`config.mk`:
```
export PLATFORM = sky130hd
export DESIGN_NAME = risc_instruction_decoder_unit_flat
export DESIGN_NICKNAME = d
export VERILOG_FILES = /design/src/rtl/core/rid_pkg.sv /design/src/rtl/core/rid_if.sv /design/src/rtl/core/risc_instruction_decoder_unit.sv /design/src/flat_wrapper.sv
export SDC_FILE = /design/constraint.sdc
export NUM_CORES = 1
export LEC_CHECK = 0
export BUFFER_PORTS_ARGS = -buffer_cell sky130_fd_sc_hd__buf_2
export CORE_MARGIN = 2
export CORE_UTILIZATION = 45
export DETAILED_ROUTE_END_ITERATION = 10
export GPL_TIMING_DRIVEN = 0
export MAX_ROUTING_LAYER = met4
export PLACE_DENSITY = 0.77
export SLEW_MARGIN = 40
export SYNTH_ARGS = -nofsm -noshare
export SYNTH_HDL_FRONTEND = slang
export SYNTH_SLANG_ARGS = --single-unit
```
`constraint.sdc`:
```
create_clock -name i_clk -period 8.9 [get_ports i_clk]
set_input_delay 0.445 -clock i_clk [delete_from_list [all_inputs] [get_ports i_clk]]
set_output_delay 0.445 -clock i_clk [all_outputs]
set_load 0.02 [all_outputs]
```
`src/rtl/core/rid_pkg.sv`:
```
// Package for the instruction decoder: field widths, mnemonic and operand
// format codes, result struct and the opcode/function/rt decode tables.
// No dependencies.
package rid_pkg;

    localparam int WORD_W   = 32;
    localparam int OP_W     = 6;
    localparam int REG_W    = 5;
    localparam int SA_W     = 5;
    localparam int IMM_W    = 16;
    localparam int TGT_W    = 26;
    localparam int MNEM_W   = 7;
    localparam int FMT_W    = 4;

    localparam logic [OP_W-1:0] OP_SPECIAL = 6'd0;
    localparam logic [OP_W-1:0] OP_REGIMM  = 6'd1;

    typedef enum logic [FMT_W-1:0] {
        F_NONE, F_RD_RT_SA, F_RD_RT_RS, F_RS, F_RD_RS, F_RD_RS_RT, F_RD,
        F_RS_RT, F_RS_OFF, F_RS_IMM, F_TARGET, F_RS_RT_OFF, F_RT_RS_IMM,
        F_RT_IMM, F_RT_MEM
    } t_fmt;

    typedef enum logic [MNEM_W-1:0] {
        M_NOP, M_SLL, M_SRL, M_SRA, M_SLLV, M_SRLV, M_SRAV, M_JR, M_JALR,
        M_MOVZ, M_MOVN, M_SYSCALL, M_BREAK, M_SYNC, M_MFHI, M_MTHI, M_MFLO,
        M_MTLO, M_DSLLV, M_DSRLV, M_DSRAV, M_MULT, M_MULTU, M_DIV, M_DIVU,
        M_DMULT, M_DMULTU, M_DDIV, M_DDIVU, M_ADD, M_ADDU, M_SUB, M_SUBU,
        M_AND, M_OR, M_XOR, M_NOR, M_SLT, M_SLTU, M_DADD, M_DADDU, M_DSUB,
        M_DSUBU, M_TGE, M_TGEU, M_TLT, M_TLTU, M_TEQ,
        M_BLTZ, M_BGEZ, M_BLTZL, M_TGEI, M_TGEIU, M_TLTI, M_TLTIU, M_TEQI,
        M_TNEI, M_BLTZAL, M_BGEZAL, M_BLTZALL, M_BGEZALL,
        M_J, M_JAL, M_BEQ, M_BNE, M_BLEZ, M_BGTZ, M_ADDI, M_ADDIU, M_SLTI,
        M_SLTIU, M_ANDI, M_ORI, M_XORI, M_LUI, M_BEQL, M_BNEL, M_BLEZL,
        M_BGTZL, M_DADDI, M_DADDIU, M_LDL, M_LDR, M_OP31, M_LB, M_LH, M_LWL,
        M_LW, M_LBU, M_LHU, M_LWR, M_LWU, M_SB, M_SH, M_SWL, M_SW, M_SDL,
        M_SDR, M_SWR, M_LL, M_LLD, M_LD, M_SC, M_SCD, M_SD
    } t_mnem;

    typedef struct packed {
        logic  ok;
        t_mnem code;
        t_fmt  fmt;
    } t_dec;

    typedef struct packed {
        logic              valid_res;
        logic [MNEM_W-1:0] mnemonic_code;
        logic [FMT_W-1:0]  operand_format;
        logic [REG_W-1:0]  reg_d;
        logic [REG_W-1:0]  reg_s;
        logic [REG_W-1:0]  reg_t;
        logic [SA_W-1:0]   shift_amount;
        logic [IMM_W-1:0]  immediate;
        logic [TGT_W-1:0]  jump_target;
        logic [OP_W-1:0]   primary_opcode;
    } t_result;

    localparam t_dec DEC_NONE = '{ok: 1'b0, code: M_NOP, fmt: F_NONE};

    function automatic t_dec f_ent(t_mnem code, t_fmt fmt);
        f_ent = '{ok: 1'b1, code: code, fmt: fmt};
    endfunction

    // opcode 0, by function field
    function automatic t_dec f_funct(logic [5:0] fn);
        t_dec e;
        unique case (fn)
            6'd0:  e = f_ent(M_SLL,     F_RD_RT_SA);
            6'd2:  e = f_ent(M_SRL,     F_RD_RT_SA);
            6'd3:  e = f_ent(M_SRA,     F_RD_RT_SA);
            6'd4:  e = f_ent(M_SLLV,    F_RD_RT_RS);
            6'd6:  e = f_ent(M_SRLV,    F_RD_RT_RS);
            6'd7:  e = f_ent(M_SRAV,    F_RD_RT_RS);
            6'd8:  e = f_ent(M_JR,      F_RS);
            6'd9:  e = f_ent(M_JALR,    F_RD_RS);
            6'd10: e = f_ent(M_MOVZ,    F_RD_RS_RT);
            6'd11: e = f_ent(M_MOVN,    F_RD_RS_RT);
            6'd12: e = f_ent(M_SYSCALL, F_NONE);
            6'd13: e = f_ent(M_BREAK,   F_NONE);
            6'd15: e = f_ent(M_SYNC,    F_NONE);
            6'd16: e = f_ent(M_MFHI,    F_RD);
            6'd17: e = f_ent(M_MTHI,    F_RS);
            6'd18: e = f_ent(M_MFLO,    F_RD);
            6'd19: e = f_ent(M_MTLO,    F_RS);
            6'd20: e = f_ent(M_DSLLV,   F_RD_RT_RS);
            6'd22: e = f_ent(M_DSRLV,   F_RD_RT_RS);
            6'd23: e = f_ent(M_DSRAV,   F_RD_RT_RS);
            6'd24: e = f_ent(M_MULT,    F_RS_RT);
            6'd25: e = f_ent(M_MULTU,   F_RS_RT);
            6'd26: e = f_ent(M_DIV,     F_RS_RT);
            6'd27: e = f_ent(M_DIVU,    F_RS_RT);
            6'd28: e = f_ent(M_DMULT,   F_RS_RT);
            6'd29: e = f_ent(M_DMULTU,  F_RS_RT);
            6'd30: e = f_ent(M_DDIV,    F_RS_RT);
            6'd31: e = f_ent(M_DDIVU,   F_RS_RT);
            6'd32: e = f_ent(M_ADD,     F_RD_RS_RT);
            6'd33: e = f_ent(M_ADDU,    F_RD_RS_RT);
            6'd34: e = f_ent(M_SUB,     F_RD_RS_RT);
            6'd35: e = f_ent(M_SUBU,    F_RD_RS_RT);
            6'd36: e = f_ent(M_AND,     F_RD_RS_RT);
            6'd37: e = f_ent(M_OR,      F_RD_RS_RT);
            6'd38: e = f_ent(M_XOR,     F_RD_RS_RT);
            6'd39: e = f_ent(M_NOR,     F_RD_RS_RT);
            6'd42: e = f_ent(M_SLT,     F_RD_RS_RT);
            6'd43: e = f_ent(M_SLTU,    F_RD_RS_RT);
            6'd44: e = f_ent(M_DADD,    F_RD_RS_RT);
            6'd45: e = f_ent(M_DADDU,   F_RD_RS_RT);
            6'd46: e = f_ent(M_DSUB,    F_RD_RS_RT);
            6'd47: e = f_ent(M_DSUBU,   F_RD_RS_RT);
            6'd48: e = f_ent(M_TGE,     F_RS_RT);
            6'd49: e = f_ent(M_TGEU,    F_RS_RT);
            6'd50: e = f_ent(M_TLT,     F_RS_RT);
            6'd51: e = f_ent(M_TLTU,    F_RS_RT);
            6'd52: e = f_ent(M_TEQ,     F_RS_RT);
            default: e = DEC_NONE;
        endcase
        return e;
    endfunction

    // opcode 1, by rt field
    function automatic t_dec f_regimm(logic [REG_W-1:0] rt);
        t_dec e;
        unique case (rt)
            5'd0:  e = f_ent(M_BLTZ,    F_RS_OFF);
            5'd1:  e = f_ent(M_BGEZ,    F_RS_OFF);
            5'd2:  e = f_ent(M_BLTZL,   F_RS_OFF);
            5'd8:  e = f_ent(M_TGEI,    F_RS_IMM);
            5'd9:  e = f_ent(M_TGEIU,   F_RS_IMM);
            5'd10: e = f_ent(M_TLTI,    F_RS_IMM);
            5'd11: e = f_ent(M_TLTIU,   F_RS_IMM);
            5'd12: e = f_ent(M_TEQI,    F_RS_IMM);
            5'd14: e = f_ent(M_TNEI,    F_RS_IMM);
            5'd16: e = f_ent(M_BLTZAL,  F_RS_OFF);
            5'd17: e = f_ent(M_BGEZAL,  F_RS_OFF);
            5'd18: e = f_ent(M_BLTZALL, F_RS_OFF);
            5'd19: e = f_ent(M_BGEZALL, F_RS_OFF);
            default: e = DEC_NONE;
        endcase
        return e;
    endfunction

    // all other primary opcodes
    function automatic t_dec f_opcode(logic [OP_W-1:0] op);
        t_dec e;
        unique case (op)
            6'd2:  e = f_ent(M_J,      F_TARGET);
            6'd3:  e = f_ent(M_JAL,    F_TARGET);
            6'd4:  e = f_ent(M_BEQ,    F_RS_RT_OFF);
            6'd5:  e = f_ent(M_BNE,    F_RS_RT_OFF);
            6'd6:  e = f_ent(M_BLEZ,   F_RS_OFF);
            6'd7:  e = f_ent(M_BGTZ,   F_RS_OFF);
            6'd8:  e = f_ent(M_ADDI,   F_RT_RS_IMM);
            6'd9:  e = f_ent(M_ADDIU,  F_RT_RS_IMM);
            6'd10: e = f_ent(M_SLTI,   F_RT_RS_IMM);
            6'd11: e = f_ent(M_SLTIU,  F_RT_RS_IMM);
            6'd12: e = f_ent(M_ANDI,   F_RT_RS_IMM);
            6'd13: e = f_ent(M_ORI,    F_RT_RS_IMM);
            6'd14: e = f_ent(M_XORI,   F_RT_RS_IMM);
            6'd15: e = f_ent(M_LUI,    F_RT_IMM);
            6'd20: e = f_ent(M_BEQL,   F_RS_RT_OFF);
            6'd21: e = f_ent(M_BNEL,   F_RS_RT_OFF);
            6'd22: e = f_ent(M_BLEZL,  F_RS_OFF);
            6'd23: e = f_ent(M_BGTZL,  F_RS_OFF);
            6'd24: e = f_ent(M_DADDI,  F_RT_RS_IMM);
            6'd25: e = f_ent(M_DADDIU, F_RT_RS_IMM);
            6'd26: e = f_ent(M_LDL,    F_RT_MEM);
            6'd27: e = f_ent(M_LDR,    F_RT_MEM);
            6'd31: e = f_ent(M_OP31,   F_RT_MEM);
            6'd32: e = f_ent(M_LB,     F_RT_MEM);
            6'd33: e = f_ent(M_LH,     F_RT_MEM);
            6'd34: e = f_ent(M_LWL,    F_RT_MEM);
            6'd35: e = f_ent(M_LW,     F_RT_MEM);
            6'd36: e = f_ent(M_LBU,    F_RT_MEM);
            6'd37: e = f_ent(M_LHU,    F_RT_MEM);
            6'd38: e = f_ent(M_LWR,    F_RT_MEM);
            6'd39: e = f_ent(M_LWU,    F_RT_MEM);
            6'd40: e = f_ent(M_SB,     F_RT_MEM);
            6'd41: e = f_ent(M_SH,     F_RT_MEM);
            6'd42: e = f_ent(M_SWL,    F_RT_MEM);
            6'd43: e = f_ent(M_SW,     F_RT_MEM);
            6'd44: e = f_ent(M_SDL,    F_RT_MEM);
            6'd45: e = f_ent(M_SDR,    F_RT_MEM);
            6'd46: e = f_ent(M_SWR,    F_RT_MEM);
            6'd48: e = f_ent(M_LL,     F_RT_MEM);
            6'd52: e = f_ent(M_LLD,    F_RT_MEM);
            6'd55: e = f_ent(M_LD,     F_RT_MEM);
            6'd56: e = f_ent(M_SC,     F_RT_MEM);
            6'd60: e = f_ent(M_SCD,    F_RT_MEM);
            6'd63: e = f_ent(M_SD,     F_RT_MEM);
            default: e = DEC_NONE;
        endcase
        return e;
    endfunction

endpackage

```
`src/rtl/core/rid_if.sv`:
```
// Stream interfaces for the instruction decoder: instruction beats in,
// decoded result beats out. Depends on rid_pkg.
interface rid_in_if import rid_pkg::*; ();
    logic              valid;
    logic              ready;
    logic [WORD_W-1:0] instr_word;

    modport source (output valid, output instr_word, input ready);
    modport sink   (input valid, input instr_word, output ready);
endinterface

interface rid_out_if import rid_pkg::*; ();
    logic              valid;
    logic              ready;
    logic              valid_res;
    logic [MNEM_W-1:0] mnemonic_code;
    logic [FMT_W-1:0]  operand_format;
    logic [REG_W-1:0]  reg_d;
    logic [REG_W-1:0]  reg_s;
    logic [REG_W-1:0]  reg_t;
    logic [SA_W-1:0]   shift_amount;
    logic [IMM_W-1:0]  immediate;
    logic [TGT_W-1:0]  jump_target;
    logic [OP_W-1:0]   primary_opcode;

    modport source (
        output valid, output valid_res, output mnemonic_code, output operand_format,
        output reg_d, output reg_s, output reg_t, output shift_amount,
        output immediate, output jump_target, output primary_opcode,
        input ready
    );
    modport sink (
        input valid, input valid_res, input mnemonic_code, input operand_format,
        input reg_d, input reg_s, input reg_t, input shift_amount,
        input immediate, input jump_target, input primary_opcode,
        output ready
    );
endinterface

```
`src/rtl/core/risc_instruction_decoder_unit.sv`:
```
// Instruction decoder top level: input register, decode tables, result register.
// Depends on rid_pkg and the rid_in_if / rid_out_if interfaces.
//
// Takes one 32-bit instruction beat per cycle while the output is not stalled and
// returns one result beat per instruction, via the input and result registers. The
// word is captured in an input register; the decode (primary opcode, then
// function field for opcode 0 or rt field for opcode 1) is a single table
// lookup feeding the result register. The input register moves on whenever the
// result register is empty or is taken in the same cycle, so a full pipeline
// keeps accepting while the result is taken every cycle.
// Unrecognized words give valid_res = 0 with mnemonic and format zero; the
// raw fields are always the plain bit slices of the word.
module risc_instruction_decoder_unit import rid_pkg::*; (
    input logic        i_clk,
    input logic        i_rst_n,
    rid_in_if.sink     i_dec_in,
    rid_out_if.source  o_dec_out
);

    logic              r_in_vld;
    logic [WORD_W-1:0] r_word;
    logic              r_out_vld;
    t_result           r_res;
    t_result           n_res;
    t_dec              dec;
    logic              s1_move;
    logic              in_take;

    assign s1_move         = r_in_vld && (!r_out_vld || o_dec_out.ready);
    assign in_take         = i_dec_in.valid && i_dec_in.ready;
    assign i_dec_in.ready  = !r_in_vld || s1_move;

    always_ff @(posedge i_clk) begin
        if (!i_rst_n) begin
            r_in_vld <= 1'b0;
        end else if (in_take) begin
            r_in_vld <= 1'b1;
        end else if (s1_move) begin
            r_in_vld <= 1'b0;
        end
    end

    always_ff @(posedge i_clk) begin
        if (in_take) begin
            r_word <= i_dec_in.instr_word;
        end
    end

    always_comb begin
        if (r_word[31:26] == OP_SPECIAL) begin
            // all-zero register fields with function zero is nop
            if (r_word[25:11] == '0 && r_word[5:0] == '0) begin
                dec = f_ent(M_NOP, F_NONE);
            end else begin
                dec = f_funct(r_word[5:0]);
            end
        end else if (r_word[31:26] == OP_REGIMM) begin
            dec = f_regimm(r_word[20:16]);
        end else begin
            dec = f_opcode(r_word[31:26]);
        end
    end

    always_comb begin
        n_res.valid_res      = dec.ok;
        n_res.mnemonic_code  = dec.ok ? dec.code : M_NOP;
        n_res.operand_format = dec.ok ? dec.fmt  : F_NONE;
        n_res.reg_d          = r_word[15:11];
        n_res.reg_s          = r_word[25:21];
        n_res.reg_t          = r_word[20:16];
        n_res.shift_amount   = r_word[10:6];
        n_res.immediate      = r_word[15:0];
        n_res.jump_target    = r_word[25:0];
        n_res.primary_opcode = r_word[31:26];
    end

    always_ff @(posedge i_clk) begin
        if (!i_rst_n) begin
            r_out_vld <= 1'b0;
        end else if (s1_move) begin
            r_out_vld <= 1'b1;
        end else if (o_dec_out.ready) begin
            r_out_vld <= 1'b0;
        end
    end

    always_ff @(posedge i_clk) begin
        if (s1_move) begin
            r_res <= n_res;
        end
    end

    assign o_dec_out.valid          = r_out_vld;
    assign o_dec_out.valid_res      = r_res.valid_res;
    assign o_dec_out.mnemonic_code  = r_res.mnemonic_code;
    assign o_dec_out.operand_format = r_res.operand_format;
    assign o_dec_out.reg_d          = r_res.reg_d;
    assign o_dec_out.reg_s          = r_res.reg_s;
    assign o_dec_out.reg_t          = r_res.reg_t;
    assign o_dec_out.shift_amount   = r_res.shift_amount;
    assign o_dec_out.immediate      = r_res.immediate;
    assign o_dec_out.jump_target    = r_res.jump_target;
    assign o_dec_out.primary_opcode = r_res.primary_opcode;

    // input stalls only with both stages full
    a_stall_full: assert property (@(posedge i_clk) disable iff (!i_rst_n)
        !i_dec_in.ready |-> (r_in_vld && r_out_vld))
        else $error("input stalled with a free stage");

    // unrecognized beats carry zero mnemonic and format
    a_invalid_zero: assert property (@(posedge i_clk) disable iff (!i_rst_n)
        (r_out_vld && !r_res.valid_res) |->
            (r_res.mnemonic_code == M_NOP && r_res.operand_format == F_NONE))
        else $error("invalid result with nonzero codes");

    // nop only for the special opcode with all register fields zero
    a_nop_word: assert property (@(posedge i_clk) disable iff (!i_rst_n)
        (r_out_vld && r_res.valid_res && r_res.mnemonic_code == M_NOP) |->
            (r_res.primary_opcode == OP_SPECIAL && r_res.reg_s == '0 &&
             r_res.reg_t == '0 && r_res.reg_d == '0 &&
             r_res.operand_format == F_NONE))
        else $error("nop decoded from a non-nop word");

    // a beat moved into the result stage is presented next cycle
    a_stage_fill: assert property (@(posedge i_clk) disable iff (!i_rst_n)
        s1_move |=> r_out_vld)
        else $error("result stage lost a beat");

endmodule

```
`src/flat_wrapper.sv`:
```
// flat-port wrapper written by rule: the top's interface ports become plain ports
module risc_instruction_decoder_unit_flat import rid_pkg::*;
  (i_clk, i_rst_n, i_dec_in_valid, i_dec_in_instr_word, i_dec_in_ready, o_dec_out_valid, o_dec_out_valid_res, o_dec_out_mnemonic_code, o_dec_out_operand_format, o_dec_out_reg_d, o_dec_out_reg_s, o_dec_out_reg_t, o_dec_out_shift_amount, o_dec_out_immediate, o_dec_out_jump_target, o_dec_out_primary_opcode, o_dec_out_ready);
  rid_in_if i_dec_in_i ();
  rid_out_if o_dec_out_i ();
  input logic i_clk;
  input logic i_rst_n;
  input wire logic [$bits(i_dec_in_i.valid)-1:0] i_dec_in_valid;
  input wire logic [$bits(i_dec_in_i.instr_word)-1:0] i_dec_in_instr_word;
  output wire logic [$bits(i_dec_in_i.ready)-1:0] i_dec_in_ready;
  output wire logic [$bits(o_dec_out_i.valid)-1:0] o_dec_out_valid;
  output wire logic [$bits(o_dec_out_i.valid_res)-1:0] o_dec_out_valid_res;
  output wire logic [$bits(o_dec_out_i.mnemonic_code)-1:0] o_dec_out_mnemonic_code;
  output wire logic [$bits(o_dec_out_i.operand_format)-1:0] o_dec_out_operand_format;
  output wire logic [$bits(o_dec_out_i.reg_d)-1:0] o_dec_out_reg_d;
  output wire logic [$bits(o_dec_out_i.reg_s)-1:0] o_dec_out_reg_s;
  output wire logic [$bits(o_dec_out_i.reg_t)-1:0] o_dec_out_reg_t;
  output wire logic [$bits(o_dec_out_i.shift_amount)-1:0] o_dec_out_shift_amount;
  output wire logic [$bits(o_dec_out_i.immediate)-1:0] o_dec_out_immediate;
  output wire logic [$bits(o_dec_out_i.jump_target)-1:0] o_dec_out_jump_target;
  output wire logic [$bits(o_dec_out_i.primary_opcode)-1:0] o_dec_out_primary_opcode;
  input wire logic [$bits(o_dec_out_i.ready)-1:0] o_dec_out_ready;
  assign i_dec_in_i.valid = i_dec_in_valid;
  assign i_dec_in_i.instr_word = i_dec_in_instr_word;
  assign i_dec_in_ready = i_dec_in_i.ready;
  assign o_dec_out_valid = o_dec_out_i.valid;
  assign o_dec_out_valid_res = o_dec_out_i.valid_res;
  assign o_dec_out_mnemonic_code = o_dec_out_i.mnemonic_code;
  assign o_dec_out_operand_format = o_dec_out_i.operand_format;
  assign o_dec_out_reg_d = o_dec_out_i.reg_d;
  assign o_dec_out_reg_s = o_dec_out_i.reg_s;
  assign o_dec_out_reg_t = o_dec_out_i.reg_t;
  assign o_dec_out_shift_amount = o_dec_out_i.shift_amount;
  assign o_dec_out_immediate = o_dec_out_i.immediate;
  assign o_dec_out_jump_target = o_dec_out_i.jump_target;
  assign o_dec_out_primary_opcode = o_dec_out_i.primary_opcode;
  assign o_dec_out_i.ready = o_dec_out_ready;
  risc_instruction_decoder_unit u_core (.i_clk(i_clk), .i_rst_n(i_rst_n), .i_dec_in(i_dec_in_i), .o_dec_out(o_dec_out_i));
endmodule
```
==> flow_summary.toml, run 1 <==
[detailed_routing]
wl_per_cell_um = 17.48
routed_wl_um = 13680
viasPerCell = 5.613
route.detailed.drc = 0
drt-pass1-iter-count = 5
dr.first_iter.drc_count = 386
antenna_left = 0
num_vias = 4395

[finish]
finalNetCount = 682
area_delta_synth_final_pct = 19.67
layout-drive-gt1-share = 0.3443
final_area_sq_um = 6629
seqCellArea_sq_um = 2863
fillers = 1060
num_antenna_cells = 0
multi_input_area_sq_um = 2221
utilization = 0.5519
final_cells = 783

[placed_design]
io_buffers = 117
preCtsSetupSlack_ns = 5.507
dp_hpwl_um = 9970
dp.cells = 767
place_area_sq_um = 6359
globalplace.congestion = 0.9053

[timing]
period_needed_ns = 3.223
worst_clock_skew_ns = 0.006745
worst_slew_pin_slew_ns = 0.7998
setup_viol = 0
finalSetupTns_ns = 0
clock.fmax_ghz = 0.3103
rsz0062_at_grt = "no"
hold_viol_final = 0
fin_ws_ns = 5.677
relSlewSlack = 0.4623
hold_ws_ns = 0.2707
finalCritPeriodShare = 0.3621
slew_viol_final = 0

[worst_setup_path]
worst_ep_arrival_time_ns = 3.50
reg2reg_from = "u_core.r_in_vld"
crit_type = "flip-flop to flip-flop"
crit_fanout = 10
endpoint_kind = "flip-flop"
r2r_setup_slack_ns = 5.68
worstSetupStartpointType = "flip-flop"
crit_required_ns = 9.18
startpoint = "u_core.r_in_vld"
ff2ff_path_depth = 12

[cts]
htreeDepth = 3
clock_sinks = 105
ctsResizeCount = 0
cts_tree = "done"
clk_latency_ns = 0.35
numCtsBuffers = 9
cts_root_buffer = "clkbuf_16"
clk_path_buf_depth = 2
ctsHoldBuffers = 0
post_cts_buffers = 0
clk_pin_slew_ns = 0.07

[synthesis]
ys_seq_area_frac = 0.5168
syn_inst = 501
synth.avg_cell_area_sq_um = 11.06
synth_top_cell_area_share = 0.4120
synth_edf_count = 76
netlist_area_sq_um = 5539
synth_area_leaders = "edfxtp_1 41%, dfxtp_1 10%, buf_4 5.0%"
synthArstFlopShare = 0
yosysTopAreaCell = "edfxtp_1"
yosysWarnings = 0
synth-seq-cells = 105
synth_cell_types = 78
synthFlopType = "edfxtp_1"
synth_fp_nets = 552

[floorplan]
num_rows = 40
core_area_sq_um = 12010
start_util = 0.4611
die_area_sq_um = 13210
pin_count = 118
die_w_um = 114.9
die_h_um = 114.9

[power_and_ir_drop]
power_frac_seq = 0.494
powerDensity_nw_per_um2 = 179.4
comb_power_share = 0.199
power_leakage_nw = 2.713
vdd_ir_drop_max_mv = 0.08698
swShare = 0.2837
p_switching_mw = 0.3373
clkPwrFrac = 0.307
power_mw = 1.189
p_int_mw = 0.8516

[min_path]
hp-start = "i_dec_in_instr_word[10]"
hold_end = "u_core.r_word[10]"
hold_depth = 1
min_path_type = "input pin to flip-flop"

[outcome]
outcome = "finished, final reports clean"

[global_routing]
grt_max_degree = 42
grt_antenna_before_repair = 0
overflow = 0
grt_util_all_layers = 0.2205
grt_pass1_wl_um = 21890
grt_pass1_vias = 4306

[flow_run]
drv_cap = 0
-- cells in the final DEF (no fill, tap or decap), types with 3 or more instances in the layout --
master / synthesis / layout
o31ai_1: 4 / 4
o211ai_1: 4 / 4
o32a_1: 3 / 3
o32ai_1: 3 / 3
edfxtp_1: 76 / 76
a22oi_1: 7 / 7
buf_4: 37 / 37
a21boi_0: 4 / 4
nand2_1: 62 / 62
a31oi_1: 12 / 12
mux2i_1: 12 / 12
clkinv_2: 0 / 3
o21a_1: 3 / 3
o21ai_1: 3 / 3
a211oi_1: 4 / 4
dfxtp_1: 29 / 29
nand4b_1: 4 / 4
buf_6: 3 / 3
buf_2: 13 / 130
nor4_1: 5 / 5
nor3_1: 6 / 6
a21oi_1: 24 / 24
a21o_1: 4 / 4
mux2_2: 5 / 5
ha_1: 15 / 15
nand4_1: 3 / 3
clkbuf_16: 0 / 9
o211a_1: 4 / 4
mux2i_4: 3 / 3
inv_1: 10 / 10
o21ai_0: 10 / 10
nand3_1: 19 / 19
a221oi_1: 3 / 3
nor2_1: 29 / 29
clkbuf_1: 7 / 8
nand2b_1: 6 / 6
o22ai_1: 4 / 4
inv_6: 1 / 4
-- how the worst max path moves through the flow --
stage	cells past startpoint	slack, ns	to
final	12	5.68	flip-flop
after detailed placement	13	5.51	flip-flop
after global routing	12	5.41	flip-flop
after global placement	3	4.74	u_core.o_dec_out.mnemonic_code[0]
after floorplan	2	5.85	u_core.o_dec_out.jump_target[0]
after CTS	12	5.71	flip-flop
-- logic make-up after synthesis --
family                   Yosys count  synth area share
adder cells (fa/ha/maj)           15           0.03388
buffers and inverters             74           0.08358
AND/OR/NAND/NOR                  160            0.1437
flip-flops                       105            0.5168
AO/OA/AOI/OAI                    124            0.1701
multiplexers                      23           0.05195
-- power by group through the flow --
stage | sequential [mW] | clock (mW) | combinational [mW]
2_1_floorplan | 0.607 | 0 | 0.149
3_3_place_gp | 0.598 | 0 | 0.230
3_5_place_dp | 0.599 | 0 | 0.233
4_1_cts | 0.588 | 0.380 | 0.234
5_1_grt | 0.592 | 0.394 | 0.260
6_report | 0.588 | 0.365 | 0.237
-- layout make-up --
| class | instances | share of cell area |
|---|---|---|
| Sequential cell | 105 | 0.4319 |
| Multi-Input combinational cell | 322 | 0.3350 |
| Timing Repair Buffer | 119 | 0.09475 |
| Buffer | 60 | 0.06078 |
| Clock buffer | 10 | 0.03454 |
| Tap cell | 147 | 0.02775 |
| Inverter | 14 | 0.009060 |
| Clock inverter | 6 | 0.006229 |
-- synthesized netlist by cell type (4+ instances only) --
| cell type | count |
|---|---|
| o211ai_1 | 4 |
| nand4b_1 | 4 |
| mux2_2 | 5 |
| o21ai_0 | 10 |
| inv_1 | 10 |
| nand2b_1 | 6 |
| nand2_1 | 62 |
| nor2_1 | 29 |
| mux2i_1 | 12 |
| o22ai_1 | 4 |
| nand3_1 | 19 |
| o211a_1 | 4 |
| a31oi_1 | 12 |
| clkbuf_1 | 7 |
| ha_1 | 15 |
| edfxtp_1 | 76 |
| nor3_1 | 6 |
| a21oi_1 | 24 |
| nor4_1 | 5 |
| a21o_1 | 4 |
| a21boi_0 | 4 |
| a211oi_1 | 4 |
| dfxtp_1 | 29 |
| buf_2 | 13 |
| o31ai_1 | 4 |
| buf_4 | 37 |
| a22oi_1 | 7 |
-- layer usage --
layer | global-route usage | routed length (um) | vias to the layer above
li1 | - | - | 2116
met1 | 0.2943 | 6367 | 2090
met2 | 0.3380 | 6329 | 172
met3 | 0.03268 | 754 | 17
met4 | 0.09076 | 233 | 0
met5 | - | 0 | -
-- critical path, cell delays in order (launching register included) --
cell	delay, ns
dfxtp_1	0.37
and3b_4	0.24
inv_4	0.09
nand2_4	0.11
inv_6	0.16
buf_6	0.23
mux2_4	0.37
inv_1	0.18
ha_1	0.17
clkbuf_1	0.40
o21ai_0	0.20
a221oi_2	0.38
o41a_1	0.24
No activity file was read; power rests on OpenSTA's default activity.
==> run 2, diff against run 1 <==
==> constraint.sdc (replaced) <==
create_clock -name i_clk -period 3.1 [get_ports i_clk]
set_input_delay 0.155 -clock i_clk [delete_from_list [all_inputs] [get_ports i_clk]]
set_output_delay 0.155 -clock i_clk [all_outputs]
set_load 0.02 [all_outputs]
==> flow_summary.toml, run 2 (synthesis gave the netlist of run 1 again) <==
[outcome]
outcome = "finished, final reports clean"

[cts]
cts_tree = "done"
clk_pin_slew_ns = 0.07
clock_sinks = 105
htreeDepth = 3
clk_latency_ns = 0.35
clk_path_buf_depth = 2
numCtsBuffers = 9
cts_root_buffer = "clkbuf_16"

[finish]
final_area_sq_um = 6837
area_delta_synth_final_pct = 23.42
num_antenna_cells = 0
seqCellArea_sq_um = 2863
mostFrequentLayoutCell = "buf_2"
final_cell_mix = "130 x buf_2, 76 x edfxtp_1, 62 x nand2_1, 37 x buf_4"
multi_input_area_sq_um = 2228
layout-drive-gt1-share = 0.3374
utilization = 0.5692
finalNetCount = 701
fillers = 1050

[global_routing]
grt_pass1_vias = 4400
grt_util_all_layers = 0.2253
grt_antenna_before_repair = 0
grt_pass1_wl_um = 22340
grt_max_degree = 42
overflow = 0

[worst_setup_path]
reg2reg_from = "u_core.r_in_vld"
worst_ep_arrival_time_ns = 3.17
crit_slowest_cell = "ha_1"
worstSetupStartpointType = "flip-flop"
slowest_delay_ns = 0.41
r2r_setup_slack_ns = 0.17
endpoint_kind = "flip-flop"
crit_type = "flip-flop to flip-flop"
crit_chain = "and3b_4 > inv_4 > nand2_4 > inv_6 > buf_8 > mux2_4 > ha_1 > a221oi_1 > a21oi_1 > o32a_1 > a22oi_1"
startpoint = "u_core.r_in_vld"
crit_fanout = 10
crit_required_ns = 3.34
ff2ff_path_depth = 11

[flow_run]
drv_cap = 0

[power_and_ir_drop]
power_leakage_nw = 2.793
power_frac_seq = 0.490
powerDensity_nw_per_um2 = 503.5
power_mw = 3.442
swShare = 0.2844
p_switching_mw = 0.9792
comb_power_share = 0.204
vdd_ir_drop_max_mv = 0.2495
clkPwrFrac = 0.305
p_int_mw = 2.463

[min_path]
hold_depth = 1
min_path_type = "input pin to flip-flop"
hold_end = "u_core.r_word[16]"
hp-start = "i_dec_in_instr_word[16]"

[timing]
finalCritPeriodShare = 0.9447
rsz0062_at_grt = "yes"
setup_viol = 0
period_needed_ns = 2.928
hold_viol_final = 0
slew_viol_final = 0
worst_slew_pin_slew_ns = 0.7922
relSlewSlack = 0.4675
hold_ws_ns = 0.01433
worst_clock_skew_ns = 0.007044
clock.fmax_ghz = 0.3415

[detailed_routing]
antenna_left = 0
viasPerCell = 5.607
wl_per_cell_um = 17.52
dr.first_iter.drc_count = 428
route.detailed.drc = 0
routed_wl_um = 14050
drt-pass1-iter-count = 5
num_vias = 4497

[placed_design]
place_area_sq_um = 6359
globalplace.congestion = 0.9053
dp_hpwl_um = 9970
io_buffers = 117

[floorplan]
die_area_sq_um = 13210
die_h_um = 114.9
start_util = 0.4611
pin_count = 118
die_w_um = 114.9
num_rows = 40
core_area_sq_um = 12010
## run 2: changes by cell type in the layout (fill, tap and decap cells not counted), sizes merged
cell and delta:
clkbuf -1, dlygate4sd3 +20
## run 2: through the flow
stage | TNS (ns) | setup slack [ns] | instances
2_1_floorplan | 0 | 0.06737 | 501
3_3_place_gp | -36.73 | -0.8368 | 765
3_5_place_dp | -0.08295 | -0.08295 | 767
4_1_cts | 0 | 0.04836 | 802
5_1_grt | -0.04311 | -0.04311 | 802
6_report | 0 | 0.1716 | 802
## run 2: repair_timing
| item | CTS | global route |
|---|---|---|
| setup endpoints to repair | 1 | 7 |
| buffers inserted | 0 | 0 |
| endpoints found under the hold margin | 20 | 0 |
| hold buffers | 20 | 0 |
| resized for setup | 0 | 4 |
## run 2: power groups by stage
stage / logic, mW / clock network (mW) / registers, mW
after global placement: 0.660 / 0 / 1.72
after CTS: 0.692 / 1.09 / 1.69
after floorplan: 0.429 / 0 / 1.74
after detailed placement: 0.670 / 0 / 1.72
final: 0.703 / 1.05 / 1.69
after global routing: 0.770 / 1.13 / 1.70
## run 2: cell type report
| type | instances | area share |
|---|---|---|
| Clock buffer | 10 | 0.03349 |
| Tap cell | 147 | 0.02690 |
| Timing Repair Buffer | 139 | 0.1212 |
| Clock inverter | 6 | 0.006040 |
| Buffer | 59 | 0.05893 |
| Sequential cell | 105 | 0.4187 |
| Multi-Input combinational cell | 322 | 0.3260 |
| Inverter | 14 | 0.008785 |
## run 2: routing by layer
layer / global-route usage / vias up / routed length [um]
met2: 0.3498 / 169 / 6517
met1: 0.2962 / 2149 / 6482
li1: - / 2156 / -
met3: 0.03374 / 23 / 751
met5: - / - / 0
met4: 0.09398 / 0 / 301
## run 2: how the worst max path moves through the flow
stage                                        endpoint  slack, ns  cells after the start
detailed placement                          flip-flop      -0.08                     12
finish                                      flip-flop       0.17                     11
CTS                                         flip-flop       0.05                     11
floorplan             u_core.o_dec_out.jump_target[0]       0.07                      2
global placement    u_core.o_dec_out.mnemonic_code[0]      -0.84                      2
global route                                flip-flop      -0.04                     11
## run 2: critical path, delay by kind of cell, from the launching register on
kind	cells	cell delay [ns]
buffers and inverters	3	0.47
muxes	1	0.36
and+or+nand+nor	2	0.35
DFF	1	0.37
AOI/OAI and AO/OA	4	0.85
adders and majority gates	1	0.41
